## config.mk

```make
export PLATFORM = sky130hd
export DESIGN_NAME = rc_pulse_ppm_decoder_unit
export DESIGN_NICKNAME = d
export VERILOG_FILES = /design/src/rtl/rcpd_pkg.sv /design/src/rtl/rcpd_ram.sv /design/src/rtl/rcpd_csr.sv /design/src/rtl/rc_pulse_ppm_decoder_unit.sv
export SDC_FILE = /design/constraint.sdc
export NUM_CORES = 1
export LEC_CHECK = 0
export ABC_AREA = 1
export BUFFER_PORTS_ARGS = -buffer_cell sky130_fd_sc_hd__buf_2
export CAP_MARGIN = 20
export CORE_UTILIZATION = 40
export CTS_CLUSTER_DIAMETER = 100
export DETAILED_ROUTE_END_ITERATION = 7
export REMOVE_ABC_BUFFERS = 1
export SETUP_SLACK_MARGIN = 0.2
export SLEW_MARGIN = 20
export SYNTH_ARGS = -nofsm -noshare
export SYNTH_HDL_FRONTEND = slang
export SYNTH_SLANG_ARGS = --single-unit
```

## constraint.sdc

```tcl
create_clock -name clock -period 22.5 [get_ports clock]
set_input_delay 2.25 -clock clock [delete_from_list [all_inputs] [get_ports clock]]
set_output_delay 2.25 -clock clock [all_outputs]
set_load 0.01 [all_outputs]
```

## src/rtl/rcpd_pkg.sv

```systemverilog
// Shared types and constants for the RC pulse and PPM decoder.
// Holds the configuration record, mode codes and register indexes.
// No dependencies.
`default_nettype none

package rcpd_pkg;

   localparam int TIME_W    = 16;
   localparam int CHAN_W    = 4;
   localparam int PPM_CH_W  = 5;
   localparam int WIDTH_W   = 15;
   localparam int FACTOR_W  = 3;
   localparam int COUNT_W   = 16;
   localparam int CSR_AW    = 5;
   localparam int CSR_DW    = 32;

   typedef enum logic [1:0] {
      MODE_PWM     = 2'd0,
      MODE_PPM     = 2'd1,
      MODE_PPM_ALL = 2'd2,
      MODE_NONE    = 2'd3
   } mode_type;

   typedef enum logic [2:0] {
      REG_DECODE_MODE   = 3'd0,
      REG_TIMER_FACTOR  = 3'd1,
      REG_SYNC_MIN      = 3'd2,
      REG_PPM_COUNT     = 3'd3,
      REG_FS_CHANNEL    = 3'd4,
      REG_FS_MIN        = 3'd5,
      REG_FS_MAX        = 3'd6,
      REG_PPM_INVERTED  = 3'd7
   } reg_index_type;

   typedef struct packed {
      logic [1:0]           decode_mode;
      logic [FACTOR_W-1:0]  timer_factor;
      logic [TIME_W-1:0]    sync_min_width;
      logic [PPM_CH_W-1:0]  ppm_channel_count;
      logic [CHAN_W-1:0]    failsafe_channel;
      logic [WIDTH_W-1:0]   failsafe_min;
      logic [WIDTH_W-1:0]   failsafe_max;
      logic                 ppm_inverted;
   } cfg_type;

   localparam cfg_type CFG_RESET = '{
      decode_mode:       2'd0,
      timer_factor:      3'd2,
      sync_min_width:    16'd7000,
      ppm_channel_count: 5'd8,
      failsafe_channel:  4'd1,
      failsafe_min:      15'd0,
      failsafe_max:      15'd32767,
      ppm_inverted:      1'b0
   };

endpackage

`default_nettype wire

```

## src/rtl/rcpd_ram.sv

```systemverilog
// Generic single-write, single-read synchronous RAM with registered read data.
// Parameters set width and depth. No dependencies.
`default_nettype none

module rcpd_ram #(
   parameter int WIDTH = 16,
   parameter int DEPTH = 8
) (
   input  wire logic                                  clock,
   input  wire logic                                  wr_en,
   input  wire logic [(DEPTH > 1 ? $clog2(DEPTH) : 1)-1:0] wr_addr,
   input  wire logic [WIDTH-1:0]                      wr_data,
   input  wire logic                                  rd_en,
   input  wire logic [(DEPTH > 1 ? $clog2(DEPTH) : 1)-1:0] rd_addr,
   output logic      [WIDTH-1:0]                      rd_data
);

   logic [WIDTH-1:0] mem_ff [DEPTH];
   logic [WIDTH-1:0] rd_data_ff;

   always_ff @(posedge clock) begin
      if (wr_en) begin
         mem_ff[wr_addr] <= wr_data;
      end
      if (rd_en) begin
         rd_data_ff <= mem_ff[rd_addr];
      end
   end

   assign rd_data = rd_data_ff;

endmodule

`default_nettype wire

```

## src/rtl/rcpd_csr.sv

```systemverilog
// Configuration register bank of the RC pulse decoder, written over an APB-style port.
// Depends on rcpd_pkg for the register record and register indexes.
`default_nettype none

module rcpd_csr (
   input  wire logic                        clock,
   input  wire logic                        reset,
   input  wire logic                        csr_psel,
   input  wire logic                        csr_penable,
   input  wire logic                        csr_pwrite,
   input  wire logic [rcpd_pkg::CSR_AW-1:0] csr_paddr,
   input  wire logic [rcpd_pkg::CSR_DW-1:0] csr_pwdata,
   output logic      [rcpd_pkg::CSR_DW-1:0] csr_prdata,
   output logic                             csr_pready,
   output rcpd_pkg::cfg_type                cfg
);

   rcpd_pkg::cfg_type       cfg_ff;
   rcpd_pkg::cfg_type       cfg_in;
   rcpd_pkg::reg_index_type reg_idx;
   logic                    wr_en;

   assign csr_pready = 1'b1;
   assign reg_idx    = rcpd_pkg::reg_index_type'(csr_paddr[4:2]);
   assign wr_en      = csr_psel && csr_penable && csr_pwrite;

   always_comb begin
      cfg_in = cfg_ff;
      if (wr_en) begin
         case (reg_idx)
            rcpd_pkg::REG_DECODE_MODE:  cfg_in.decode_mode       = csr_pwdata[1:0];
            rcpd_pkg::REG_TIMER_FACTOR: cfg_in.timer_factor      = csr_pwdata[2:0];
            rcpd_pkg::REG_SYNC_MIN:     cfg_in.sync_min_width    = csr_pwdata[15:0];
            rcpd_pkg::REG_PPM_COUNT:    cfg_in.ppm_channel_count = csr_pwdata[4:0];
            rcpd_pkg::REG_FS_CHANNEL:   cfg_in.failsafe_channel  = csr_pwdata[3:0];
            rcpd_pkg::REG_FS_MIN:       cfg_in.failsafe_min      = csr_pwdata[14:0];
            rcpd_pkg::REG_FS_MAX:       cfg_in.failsafe_max      = csr_pwdata[14:0];
            rcpd_pkg::REG_PPM_INVERTED: cfg_in.ppm_inverted      = csr_pwdata[0];
            default: begin
            end
         endcase
      end
   end

   always_comb begin
      case (reg_idx)
         rcpd_pkg::REG_DECODE_MODE:  csr_prdata = 32'(cfg_ff.decode_mode);
         rcpd_pkg::REG_TIMER_FACTOR: csr_prdata = 32'(cfg_ff.timer_factor);
         rcpd_pkg::REG_SYNC_MIN:     csr_prdata = 32'(cfg_ff.sync_min_width);
         rcpd_pkg::REG_PPM_COUNT:    csr_prdata = 32'(cfg_ff.ppm_channel_count);
         rcpd_pkg::REG_FS_CHANNEL:   csr_prdata = 32'(cfg_ff.failsafe_channel);
         rcpd_pkg::REG_FS_MIN:       csr_prdata = 32'(cfg_ff.failsafe_min);
         rcpd_pkg::REG_FS_MAX:       csr_prdata = 32'(cfg_ff.failsafe_max);
         rcpd_pkg::REG_PPM_INVERTED: csr_prdata = 32'(cfg_ff.ppm_inverted);
         default:                    csr_prdata = '0;
      endcase
   end

   always_ff @(posedge clock) begin
      if (reset) begin
         cfg_ff <= rcpd_pkg::CFG_RESET;
      end else begin
         cfg_ff <= cfg_in;
      end
   end

   assign cfg = cfg_ff;

endmodule

`default_nettype wire

```

## src/rtl/rc_pulse_ppm_decoder_unit.sv

```systemverilog
// RC pulse decoder top level: request pipeline, rise-time RAM, PPM frame
// tracking, scaling and failsafe counters. Depends on rcpd_pkg, rcpd_ram, rcpd_csr.
//
// Usage:
// Each request carries one capture event (timer value, pin level, capture
// channel). Every request gives exactly one response: the decoded width, if
// any, the failsafe counters after the event and a frame sync flag.
// A request is taken when req_valid is high and req_stall is low. The rise
// times sit in a RAM that is read on acceptance; in the next cycle the decode
// stage decodes the event and loads the response register, which drives
// rsp_valid; while rsp_stall holds the previous response, the event waits.
// One request per cycle is sustained while rsp_stall is low; that figure is
// set by the single RAM read port, read once per request, and a write-to-read
// bypass covers a rise time written by the previous request.
// When rsp_stall holds the response, an empty decode stage still takes one
// request; once it holds one, req_stall stays high until the response moves.
// Reset clears the pipeline, the PPM frame state, the counters and the
// rise-time valid bits, so unwritten rise times read as zero. There is no
// clearing pass. Configuration is written over the csr_ port, pready always
// high, and is meant to change only while no request is in flight.
`default_nettype none

module rc_pulse_ppm_decoder_unit #(
   parameter int NUM_CHANNELS = 8
) (
   input  wire logic                             clock,
   input  wire logic                             reset,
   // request channel
   input  wire logic                             req_valid,
   output logic                                  req_stall,
   input  wire logic [rcpd_pkg::TIME_W-1:0]      req_capture_time,
   input  wire logic                             req_pin_level,
   input  wire logic [rcpd_pkg::CHAN_W-1:0]      req_capture_channel,
   // response channel
   output logic                                  rsp_valid,
   input  wire logic                             rsp_stall,
   output logic                                  rsp_width_valid,
   output logic      [rcpd_pkg::CHAN_W-1:0]      rsp_width_channel,
   output logic      [rcpd_pkg::WIDTH_W-1:0]     rsp_width_value,
   output logic      [rcpd_pkg::COUNT_W-1:0]     rsp_good_pulse_count,
   output logic      [rcpd_pkg::COUNT_W-1:0]     rsp_noise_pulse_count,
   output logic                                  rsp_frame_sync,
   // configuration port
   input  wire logic                             csr_psel,
   input  wire logic                             csr_penable,
   input  wire logic                             csr_pwrite,
   input  wire logic [rcpd_pkg::CSR_AW-1:0]      csr_paddr,
   input  wire logic [rcpd_pkg::CSR_DW-1:0]      csr_pwdata,
   output logic      [rcpd_pkg::CSR_DW-1:0]      csr_prdata,
   output logic                                  csr_pready
);

   localparam int CH_AW = (NUM_CHANNELS > 1) ? $clog2(NUM_CHANNELS) : 1;
   localparam logic [rcpd_pkg::CHAN_W-1:0]   NUM_CH_C  = rcpd_pkg::CHAN_W'(NUM_CHANNELS);
   localparam logic [rcpd_pkg::PPM_CH_W-1:0] NUM_CH_P  = rcpd_pkg::PPM_CH_W'(NUM_CHANNELS);
   localparam logic [17:0]                   SAT_LIMIT = 18'd32767;

   rcpd_pkg::cfg_type cfg;

   rcpd_csr u_csr (
      .clock       (clock),
      .reset       (reset),
      .csr_psel    (csr_psel),
      .csr_penable (csr_penable),
      .csr_pwrite  (csr_pwrite),
      .csr_paddr   (csr_paddr),
      .csr_pwdata  (csr_pwdata),
      .csr_prdata  (csr_prdata),
      .csr_pready  (csr_pready),
      .cfg         (cfg)
   );

   // ---------------- accept stage: issue the rise-time read ----------------
   logic                         req_accept;
   logic [rcpd_pkg::CHAN_W-1:0]  req_cap_m1;
   logic [CH_AW-1:0]             req_addr;
   logic                         req_cap_ok;

   assign req_accept = req_valid && !req_stall;
   assign req_cap_m1 = req_capture_channel - rcpd_pkg::CHAN_W'(1);
   assign req_addr   = req_cap_m1[CH_AW-1:0];
   assign req_cap_ok = (req_capture_channel != '0) && (req_capture_channel <= NUM_CH_C);

   // ---------------- decode stage registers ----------------
   logic                         s1_valid_ff, s1_valid_in;
   logic [rcpd_pkg::TIME_W-1:0]  s1_time_ff;
   logic                         s1_level_ff;
   logic [rcpd_pkg::CHAN_W-1:0]  s1_cap_ff;
   logic [CH_AW-1:0]             s1_addr_ff;
   logic                         s1_cap_ok_ff;
   logic                         s1_fire;

   logic                         rsp_valid_ff, rsp_valid_in;

   assign s1_fire     = s1_valid_ff && (!rsp_valid_ff || !rsp_stall);
   assign req_stall   = s1_valid_ff && !s1_fire;
   assign s1_valid_in = req_accept || (s1_valid_ff && !s1_fire);

   always_ff @(posedge clock) begin
      if (reset) begin
         s1_valid_ff <= 1'b0;
      end else begin
         s1_valid_ff <= s1_valid_in;
      end
   end

   always_ff @(posedge clock) begin
      if (req_accept) begin
         s1_time_ff   <= req_capture_time;
         s1_level_ff  <= req_pin_level;
         s1_cap_ff    <= req_capture_channel;
         s1_addr_ff   <= req_addr;
         s1_cap_ok_ff <= req_cap_ok;
      end
   end

   // ---------------- rise-time memory with valid bits and bypass ----------------
   logic                         ram_wr_en;
   logic [rcpd_pkg::TIME_W-1:0]  ram_rd_data;
   logic [NUM_CHANNELS-1:0]      rise_vld_ff, rise_vld_in;
   logic                         fwd_valid_ff;
   logic [CH_AW-1:0]             fwd_addr_ff;
   logic [rcpd_pkg::TIME_W-1:0]  fwd_data_ff;
   logic [rcpd_pkg::TIME_W-1:0]  rise_time;

   rcpd_ram #(
      .WIDTH (rcpd_pkg::TIME_W),
      .DEPTH (NUM_CHANNELS)
   ) u_rise_ram (
      .clock   (clock),
      .wr_en   (ram_wr_en),
      .wr_addr (s1_addr_ff),
      .wr_data (s1_time_ff),
      .rd_en   (req_accept),
      .rd_addr (req_addr),
      .rd_data (ram_rd_data)
   );

   // The RAM returns old data when the previous request wrote the same entry
   // in the cycle of this read, so that write is replayed from a register.
   always_comb begin
      if (fwd_valid_ff && (fwd_addr_ff == s1_addr_ff)) begin
         rise_time = fwd_data_ff;
      end else if (rise_vld_ff[s1_addr_ff]) begin
         rise_time = ram_rd_data;
      end else begin
         rise_time = '0;
      end
   end

   always_comb begin
      rise_vld_in = rise_vld_ff;
      if (ram_wr_en) begin
         rise_vld_in[s1_addr_ff] = 1'b1;
      end
   end

   always_ff @(posedge clock) begin
      if (reset) begin
         rise_vld_ff  <= '0;
         fwd_valid_ff <= 1'b0;
      end else begin
         rise_vld_ff <= rise_vld_in;
         if (s1_fire) begin
            fwd_valid_ff <= ram_wr_en;
         end
      end
   end

   always_ff @(posedge clock) begin
      if (s1_fire) begin
         fwd_addr_ff <= s1_addr_ff;
         fwd_data_ff <= s1_time_ff;
      end
   end

   // ---------------- decode ----------------
   logic [rcpd_pkg::TIME_W-1:0]   ppm_last_ff, ppm_last_in;
   logic [rcpd_pkg::PPM_CH_W-1:0] ppm_next_ff, ppm_next_in;
   logic [rcpd_pkg::COUNT_W-1:0]  good_ff, good_in;
   logic [rcpd_pkg::COUNT_W-1:0]  noise_ff, noise_in;

   logic                          active;
   logic [rcpd_pkg::TIME_W-1:0]   ppm_raw;
   logic                          ppm_is_sync;
   logic                          ppm_in_frame;
   logic                          deliver;
   logic [rcpd_pkg::PPM_CH_W-1:0] deliver_ch;
   logic [rcpd_pkg::TIME_W-1:0]   deliver_raw;
   logic                          sync;
   logic                          advance;
   logic [18:0]                   product;
   logic [17:0]                   half;
   logic [rcpd_pkg::WIDTH_W-1:0]  scaled;
   logic                          in_window;
   logic                          fs_hit;

   assign active       = s1_level_ff != cfg.ppm_inverted;
   assign ppm_raw      = s1_time_ff - ppm_last_ff;
   assign ppm_is_sync  = ppm_raw > cfg.sync_min_width;
   assign ppm_in_frame = (ppm_next_ff != '0) && (ppm_next_ff <= cfg.ppm_channel_count);

   always_comb begin
      deliver     = 1'b0;
      deliver_ch  = '0;
      deliver_raw = ppm_raw;
      sync        = 1'b0;
      advance     = 1'b0;
      ram_wr_en   = 1'b0;
      ppm_last_in = ppm_last_ff;
      case (rcpd_pkg::mode_type'(cfg.decode_mode))
         rcpd_pkg::MODE_PWM: begin
            if (s1_cap_ok_ff) begin
               if (s1_level_ff) begin
                  ram_wr_en = s1_fire;
               end else begin
                  deliver     = 1'b1;
                  deliver_ch  = rcpd_pkg::PPM_CH_W'(s1_cap_ff);
                  deliver_raw = s1_time_ff - rise_time;
               end
            end
         end
         rcpd_pkg::MODE_PPM: begin
            if (active) begin
               ppm_last_in = s1_time_ff;
               if (ppm_is_sync) begin
                  sync = 1'b1;
               end else begin
                  advance = ppm_in_frame;
               end
            end
         end
         rcpd_pkg::MODE_PPM_ALL: begin
            ppm_last_in = s1_time_ff;
            if (active) begin
               sync = ppm_is_sync;
            end else begin
               advance = ppm_in_frame;
            end
         end
         default: begin
         end
      endcase
      if (advance && (ppm_next_ff <= NUM_CH_P)) begin
         deliver    = 1'b1;
         deliver_ch = ppm_next_ff;
      end
   end

   always_comb begin
      if (sync) begin
         ppm_next_in = rcpd_pkg::PPM_CH_W'(1);
      end else if (advance) begin
         ppm_next_in = ppm_next_ff + rcpd_pkg::PPM_CH_W'(1);
      end else begin
         ppm_next_in = ppm_next_ff;
      end
   end

   // Width scaled by factor/2 with saturation at the 15-bit maximum.
   assign product   = 19'(deliver_raw) * 19'(cfg.timer_factor);
   assign half      = product[18:1];
   assign scaled    = (half > SAT_LIMIT) ? rcpd_pkg::WIDTH_W'(SAT_LIMIT) : half[14:0];
   assign in_window = (scaled > cfg.failsafe_min) && (scaled < cfg.failsafe_max);
   assign fs_hit    = deliver && (deliver_ch == rcpd_pkg::PPM_CH_W'(cfg.failsafe_channel));

   always_comb begin
      good_in  = good_ff;
      noise_in = noise_ff;
      if (fs_hit) begin
         if (in_window) begin
            good_in = good_ff + rcpd_pkg::COUNT_W'(1);
         end else begin
            noise_in = noise_ff + rcpd_pkg::COUNT_W'(1);
         end
      end
   end

   always_ff @(posedge clock) begin
      if (reset) begin
         ppm_last_ff <= '0;
         ppm_next_ff <= '0;
         good_ff     <= '0;
         noise_ff    <= '0;
      end else if (s1_fire) begin
         ppm_last_ff <= ppm_last_in;
         ppm_next_ff <= ppm_next_in;
         good_ff     <= good_in;
         noise_ff    <= noise_in;
      end
   end

   // ---------------- response register ----------------
   logic                          rsp_wv_ff;
   logic [rcpd_pkg::CHAN_W-1:0]   rsp_ch_ff;
   logic [rcpd_pkg::WIDTH_W-1:0]  rsp_w_ff;
   logic [rcpd_pkg::COUNT_W-1:0]  rsp_good_ff;
   logic [rcpd_pkg::COUNT_W-1:0]  rsp_noise_ff;
   logic                          rsp_sync_ff;

   assign rsp_valid_in = s1_fire || (rsp_valid_ff && rsp_stall);

   always_ff @(posedge clock) begin
      if (reset) begin
         rsp_valid_ff <= 1'b0;
      end else begin
         rsp_valid_ff <= rsp_valid_in;
      end
   end

   always_ff @(posedge clock) begin
      if (s1_fire) begin
         rsp_wv_ff    <= deliver;
         rsp_ch_ff    <= deliver ? deliver_ch[rcpd_pkg::CHAN_W-1:0] : '0;
         rsp_w_ff     <= deliver ? scaled : '0;
         rsp_good_ff  <= good_in;
         rsp_noise_ff <= noise_in;
         rsp_sync_ff  <= sync;
      end
   end

   assign rsp_valid             = rsp_valid_ff;
   assign rsp_width_valid       = rsp_wv_ff;
   assign rsp_width_channel     = rsp_ch_ff;
   assign rsp_width_value       = rsp_w_ff;
   assign rsp_good_pulse_count  = rsp_good_ff;
   assign rsp_noise_pulse_count = rsp_noise_ff;
   assign rsp_frame_sync        = rsp_sync_ff;

`ifndef ASSERT_OFF
   // A request is only held back while a finished response is being stalled.
   a_stall_cause: assert property (@(posedge clock) disable iff (reset)
      req_stall |-> (rsp_valid_ff && rsp_stall && s1_valid_ff))
      else $error("request stalled without a stalled response");

   // A delivered width always names a channel, and never comes with a sync gap.
   a_width_channel: assert property (@(posedge clock) disable iff (reset)
      (rsp_valid && rsp_width_valid) |-> ((rsp_width_channel != '0) && !rsp_frame_sync))
      else $error("width response without channel or together with sync");

   // The failsafe counters only move when a request leaves the decode stage.
   a_counter_step: assert property (@(posedge clock) disable iff (reset)
      (!$past(reset) && ((good_ff != $past(good_ff)) || (noise_ff != $past(noise_ff))))
         |-> $past(s1_fire)
      ) else $error("failsafe counter changed without a decoded request");

   // A rise-time write only happens on a request that leaves the decode stage.
   a_ram_write: assert property (@(posedge clock) disable iff (reset)
      ram_wr_en |-> (s1_fire && s1_cap_ok_ff && s1_level_ff))
      else $error("rise-time write outside a decoded rising edge");
`endif

endmodule

`default_nettype wire
```

==> results.md <==
- The final layout contains routed wiring with a total length of 50000 um.
- The detailed router placed 15900 vias in this run.
- The CTS sink count is 366.
- In this run the remaining antenna-violating nets after routing total 0.
- The clock tree buffer depth is 3.
- The worst pin sits at a relative slew slack of 0.340.
- In this run the static leakage power is 9.58 nW.
- The clock edge transition at the registers on the reported setup and hold paths is 0.06 ns.
- TritonCTS built the clock tree.
- The power per unit of standard cell area is 74.1 nW/um2.
- The final worst clock skew is 0.0337 ns.
- The number of buffers created by CTS is 41.
- The number of global-route vias before repair was 15600.
- The number of storage elements in the synthesis netlist is 366.
- The synthesized design contains 241 enable-type register cells.
- The number of antenna violations at the first check in global routing came to 3.
- The die is 224 um wide.
- By area the synthesized netlist is led by sky130_fd_sc_hd__edfxtp_1 37%, sky130_fd_sc_hd__dfxtp_1 13%, sky130_fd_sc_hd__nand2_1 8.9%.
- The start-to-end type of the worst setup path is register to register.
- By instance count, the cell type seen most on the critical path is sky130_fd_sc_hd__nand2_1.
- The maximum frequency from static timing analysis is 0.108 GHz.
- Of the synthesized area, sequential elements account for 0.493.
- Dividing the synthesized area by the synthesized cell count gives 8.64 um2.
- The number of failing hold endpoints at the final stage is 0.
- The starting density of the core is 0.404.
- After global routing the overflow that remains totals 0.
- Setup repair after global routing left no endpoint under its margin.
- The H-tree was split into 2 levels.
- The via-per-instance ratio is 5.16.
- The number of warning messages in the yosys log is 0.
- The final core area utilization is 0.457.
- The share of final-layout standard cells stronger than drive strength 1 is 0.0944.
- Port buffering added 117 buffers.
- The die is 224 um tall.
- The most used flip-flop cell after synthesis is sky130_fd_sc_hd__edfxtp_1.
- Clock tree synthesis selected as its root buffer the cell sky130_fd_sc_hd__clkbuf_16.
- The time the worst path needs with I/O delays and setup is 9.26 ns.
- The period utilization is 0.411.
- The most area-hungry cell type in the Yosys netlist is sky130_fd_sc_hd__edfxtp_1.
- Counting the fill cells in the layout gives 4778.
- The required time at the worst-slack endpoint is 22.83 ns.
- Of the post-synthesis cell area, the dominant cell type holds 0.366.
- Adding up every negative setup slack in the final design gives 0 ns.
- Across the VDD grid, the largest voltage drop is 45.7 uV.
- After clock tree synthesis, the setup repair step added 0 buffers.
- The insertion delay to the later sink of the worst-skew pair is 0.58 ns.
- For this run, the total global-route usage over all layers was measured as 0.201.
- In the synthesized netlist the async set-or-reset flop fraction comes to 0.
- Max-cap violations in this run came to 0.
- Buffers inserted to repair hold after CTS numbered 0.
- At the end of routability-driven placement, the weighted congestion stood at 0.891.
- The full die area is 50300 um2.
- After the last flow step, the layout net total stands at 2571.
- The number of unique standard cell types used by synthesis is 57.
- Among all stages on the critical path, the largest delay is contributed by sky130_fd_sc_hd__nand4_1.
- On the worst path, the slowest cell contributes a delay of 0.64 ns.
- Relative to the synthesized area, the layout overhead comes to 12.9%.
- The type of element launching the critical path is a register.
- During I/O placement, the number of pins put on the boundary was 153.
- In the routed design, unresolved DRC markers number 0.
- The first-pass GRT wire length is 80600 um.
- The post-detailed-route wirelength per cell is 16.2 um.
- The register-to-register path setup slack is 13.24 ns.
- The tightest min-delay check is of the register to register type.
- After technology mapping, the gate count stands at 2286.
- After legalization and detailed placement, the total HPWL measured 34200 um.
- The number of iterations in the first detailed-routing pass is 7.
- Hold timing on the final database bottoms out at a slack of 0.460 ns.
- The detailed router finished its first iteration with 1115 violations.
- Setup violations remaining at the end of the flow were counted as 0.
- The cell area after technology mapping is 19800 um2.
- The run finished with clean final reports.
- The floorplan has 81 rows.
- The data arrival time of the worst path is 9.58 ns.
- Entering global routing, the biggest net connects 67 pins.
- The slew at the pin with the worst max-slew slack is 0.982 ns.
- The completed layout was analyzed and its total power is 1.65 mW.
- The number of pins exceeding their max-slew limit in the final report came to 0.
- The quantity of gates resized following cts is 0.
- STA classifies the critical path endpoint as a register.
- Of all nets on the critical path, the largest fanout is 31.
- The floorplan step defined a core boundary enclosing 48800 um2.
[power by group]
part	internal [mW]	switching (mW)	total, mW
Combinational	0.0777	0.157	0.235
Clock	0.380	0.281	0.661
Sequential	0.740	0.0161	0.756
Total	1.20	0.455	1.65
[area by class of cell]
class	count	area, um2	share of cell area
Sequential cell	366	9740	0.437
Multi-Input combinational cell	1556	8580	0.385
Clock buffer	55	1090	0.0488
Inverter	277	1050	0.0470
Tap cell	664	831	0.0373
Timing Repair Buffer	141	778	0.0349
Clock inverter	21	236	0.0106
Antenna cell	2	5.00	0.000224
[metal layers]
layer	vias up	wire length, um	global-route usage
met2	366	23600	0.337
met1	7552	22800	0.266
li1	7882	-	-
met3	92	2210	0.0302
met4	4	1280	0.0665
met5	-	27	0
[state kept, by name, indices dropped and copies added (netlist names), 3 cells and up]
name                   cells
ppm_last_ff               16
s1_cap_ff                  4
noise_ff                  16
rsp_noise_pulse_count     16
fwd_addr_ff                3
fwd_data_ff               16
good_ff                   16
s1_time_ff                16
u_rise_ram.mem_ff        128
rsp_good_pulse_count      16
rise_vld_ff                8
rsp_width_value           15
u_csr.cfg                 61
rsp_width_channel          4
s1_addr_ff                 3
ppm_next_ff                5
u_rise_ram.rd_data        16
[synthesized netlist by cell type (all sizes together) (2+ instances only)]
cell / count
and2: 2
a21o: 3
nand4: 45
or2: 6
conb: 2
o21a: 4
and3: 2
xor2: 49
o22ai: 21
dfxtp: 125
edfxtp: 241
a21boi: 5
clkbuf: 72
a211oi: 3
nand3: 89
nor2: 235
buf: 30
inv: 274
fa: 17
o21ai: 189
clkinv: 3
a21oi: 178
nand3b: 3
nor3: 27
nor4: 6
a221oi: 5
a31oi: 24
nand2: 469
xnor2: 14
a22oi: 12
ha: 106
o21bai: 5
o211ai: 11
o221ai: 4
[cell usage in the layout (no fill, tap or decap), types with 4 or more instances in the layout]
cell type and count:
sky130_fd_sc_hd__nand2_1 466, sky130_fd_sc_hd__inv_1 270, sky130_fd_sc_hd__edfxtp_1 241, sky130_fd_sc_hd__nor2_1 231, sky130_fd_sc_hd__o21ai_0 182, sky130_fd_sc_hd__a21oi_1 176
sky130_fd_sc_hd__dfxtp_1 125, sky130_fd_sc_hd__buf_2 117, sky130_fd_sc_hd__ha_1 106, sky130_fd_sc_hd__nand3_1 86, sky130_fd_sc_hd__xor2_1 49, sky130_fd_sc_hd__nand4_1 45
sky130_fd_sc_hd__clkbuf_16 41, sky130_fd_sc_hd__nor3_1 25, sky130_fd_sc_hd__a31oi_1 24, sky130_fd_sc_hd__buf_4 23, sky130_fd_sc_hd__o22ai_1 21, sky130_fd_sc_hd__fa_1 17
sky130_fd_sc_hd__conb_1 17, sky130_fd_sc_hd__xnor2_1 14, sky130_fd_sc_hd__clkbuf_1 13, sky130_fd_sc_hd__a22oi_1 12, sky130_fd_sc_hd__o211ai_1 11, sky130_fd_sc_hd__o21ai_1 7
sky130_fd_sc_hd__clkinv_2 7, sky130_fd_sc_hd__nor4_1 6, sky130_fd_sc_hd__or2_2 5, sky130_fd_sc_hd__a221oi_1 5, sky130_fd_sc_hd__clkinv_1 5, sky130_fd_sc_hd__o21bai_1 4
sky130_fd_sc_hd__nor2_2 4, sky130_fd_sc_hd__o221ai_1 4, sky130_fd_sc_hd__o21a_1 4
[logic make-up after synthesis]
kind of cell,Yosys count,synth area share
fa+ha+maj,123,0.0844
compound gates,468,0.131
xor+xnor,63,0.0279
buf+inv,379,0.0767
other cells,2,0.000380
simple gates,885,0.187
flops,366,0.493
[worst max-delay path: cells and delay by family, from the launching register on]
family	cells	cell delay, ns
AOI/OAI and AO/OA	13	2.16
xor gates and xnor gates	1	0.15
adders and majority gates	4	1.54
buffers and inverters	7	1.14
DFF	1	0.47
and+or+nand+nor	28	3.48
[stage by stage]
step | instances | cell area, um2 | setup WS, ns
2_1_floorplan | 2199 | 19300 | 13.11
5_1_grt | 3081 | 22300 | 12.10
3_5_place_dp | 3003 | 21000 | 13.34
6_report | 3082 | 22300 | 13.24
4_1_cts | 3079 | 22300 | 13.28
3_3_place_gp | 3003 | 21000 | 13.44
[worst paths after layout]
path / startpoint / to / cells after the start
min reg2reg: ppm_last_ff[13] / ppm_last_ff[13] / 2
max: s1_addr_ff[1] / rsp_good_pulse_count[1] / 53
max reg2reg: s1_addr_ff[1] / rsp_good_pulse_count[1] / 53
min: ppm_last_ff[13] / ppm_last_ff[13] / 2
Power figures use the tool's default switching activity.
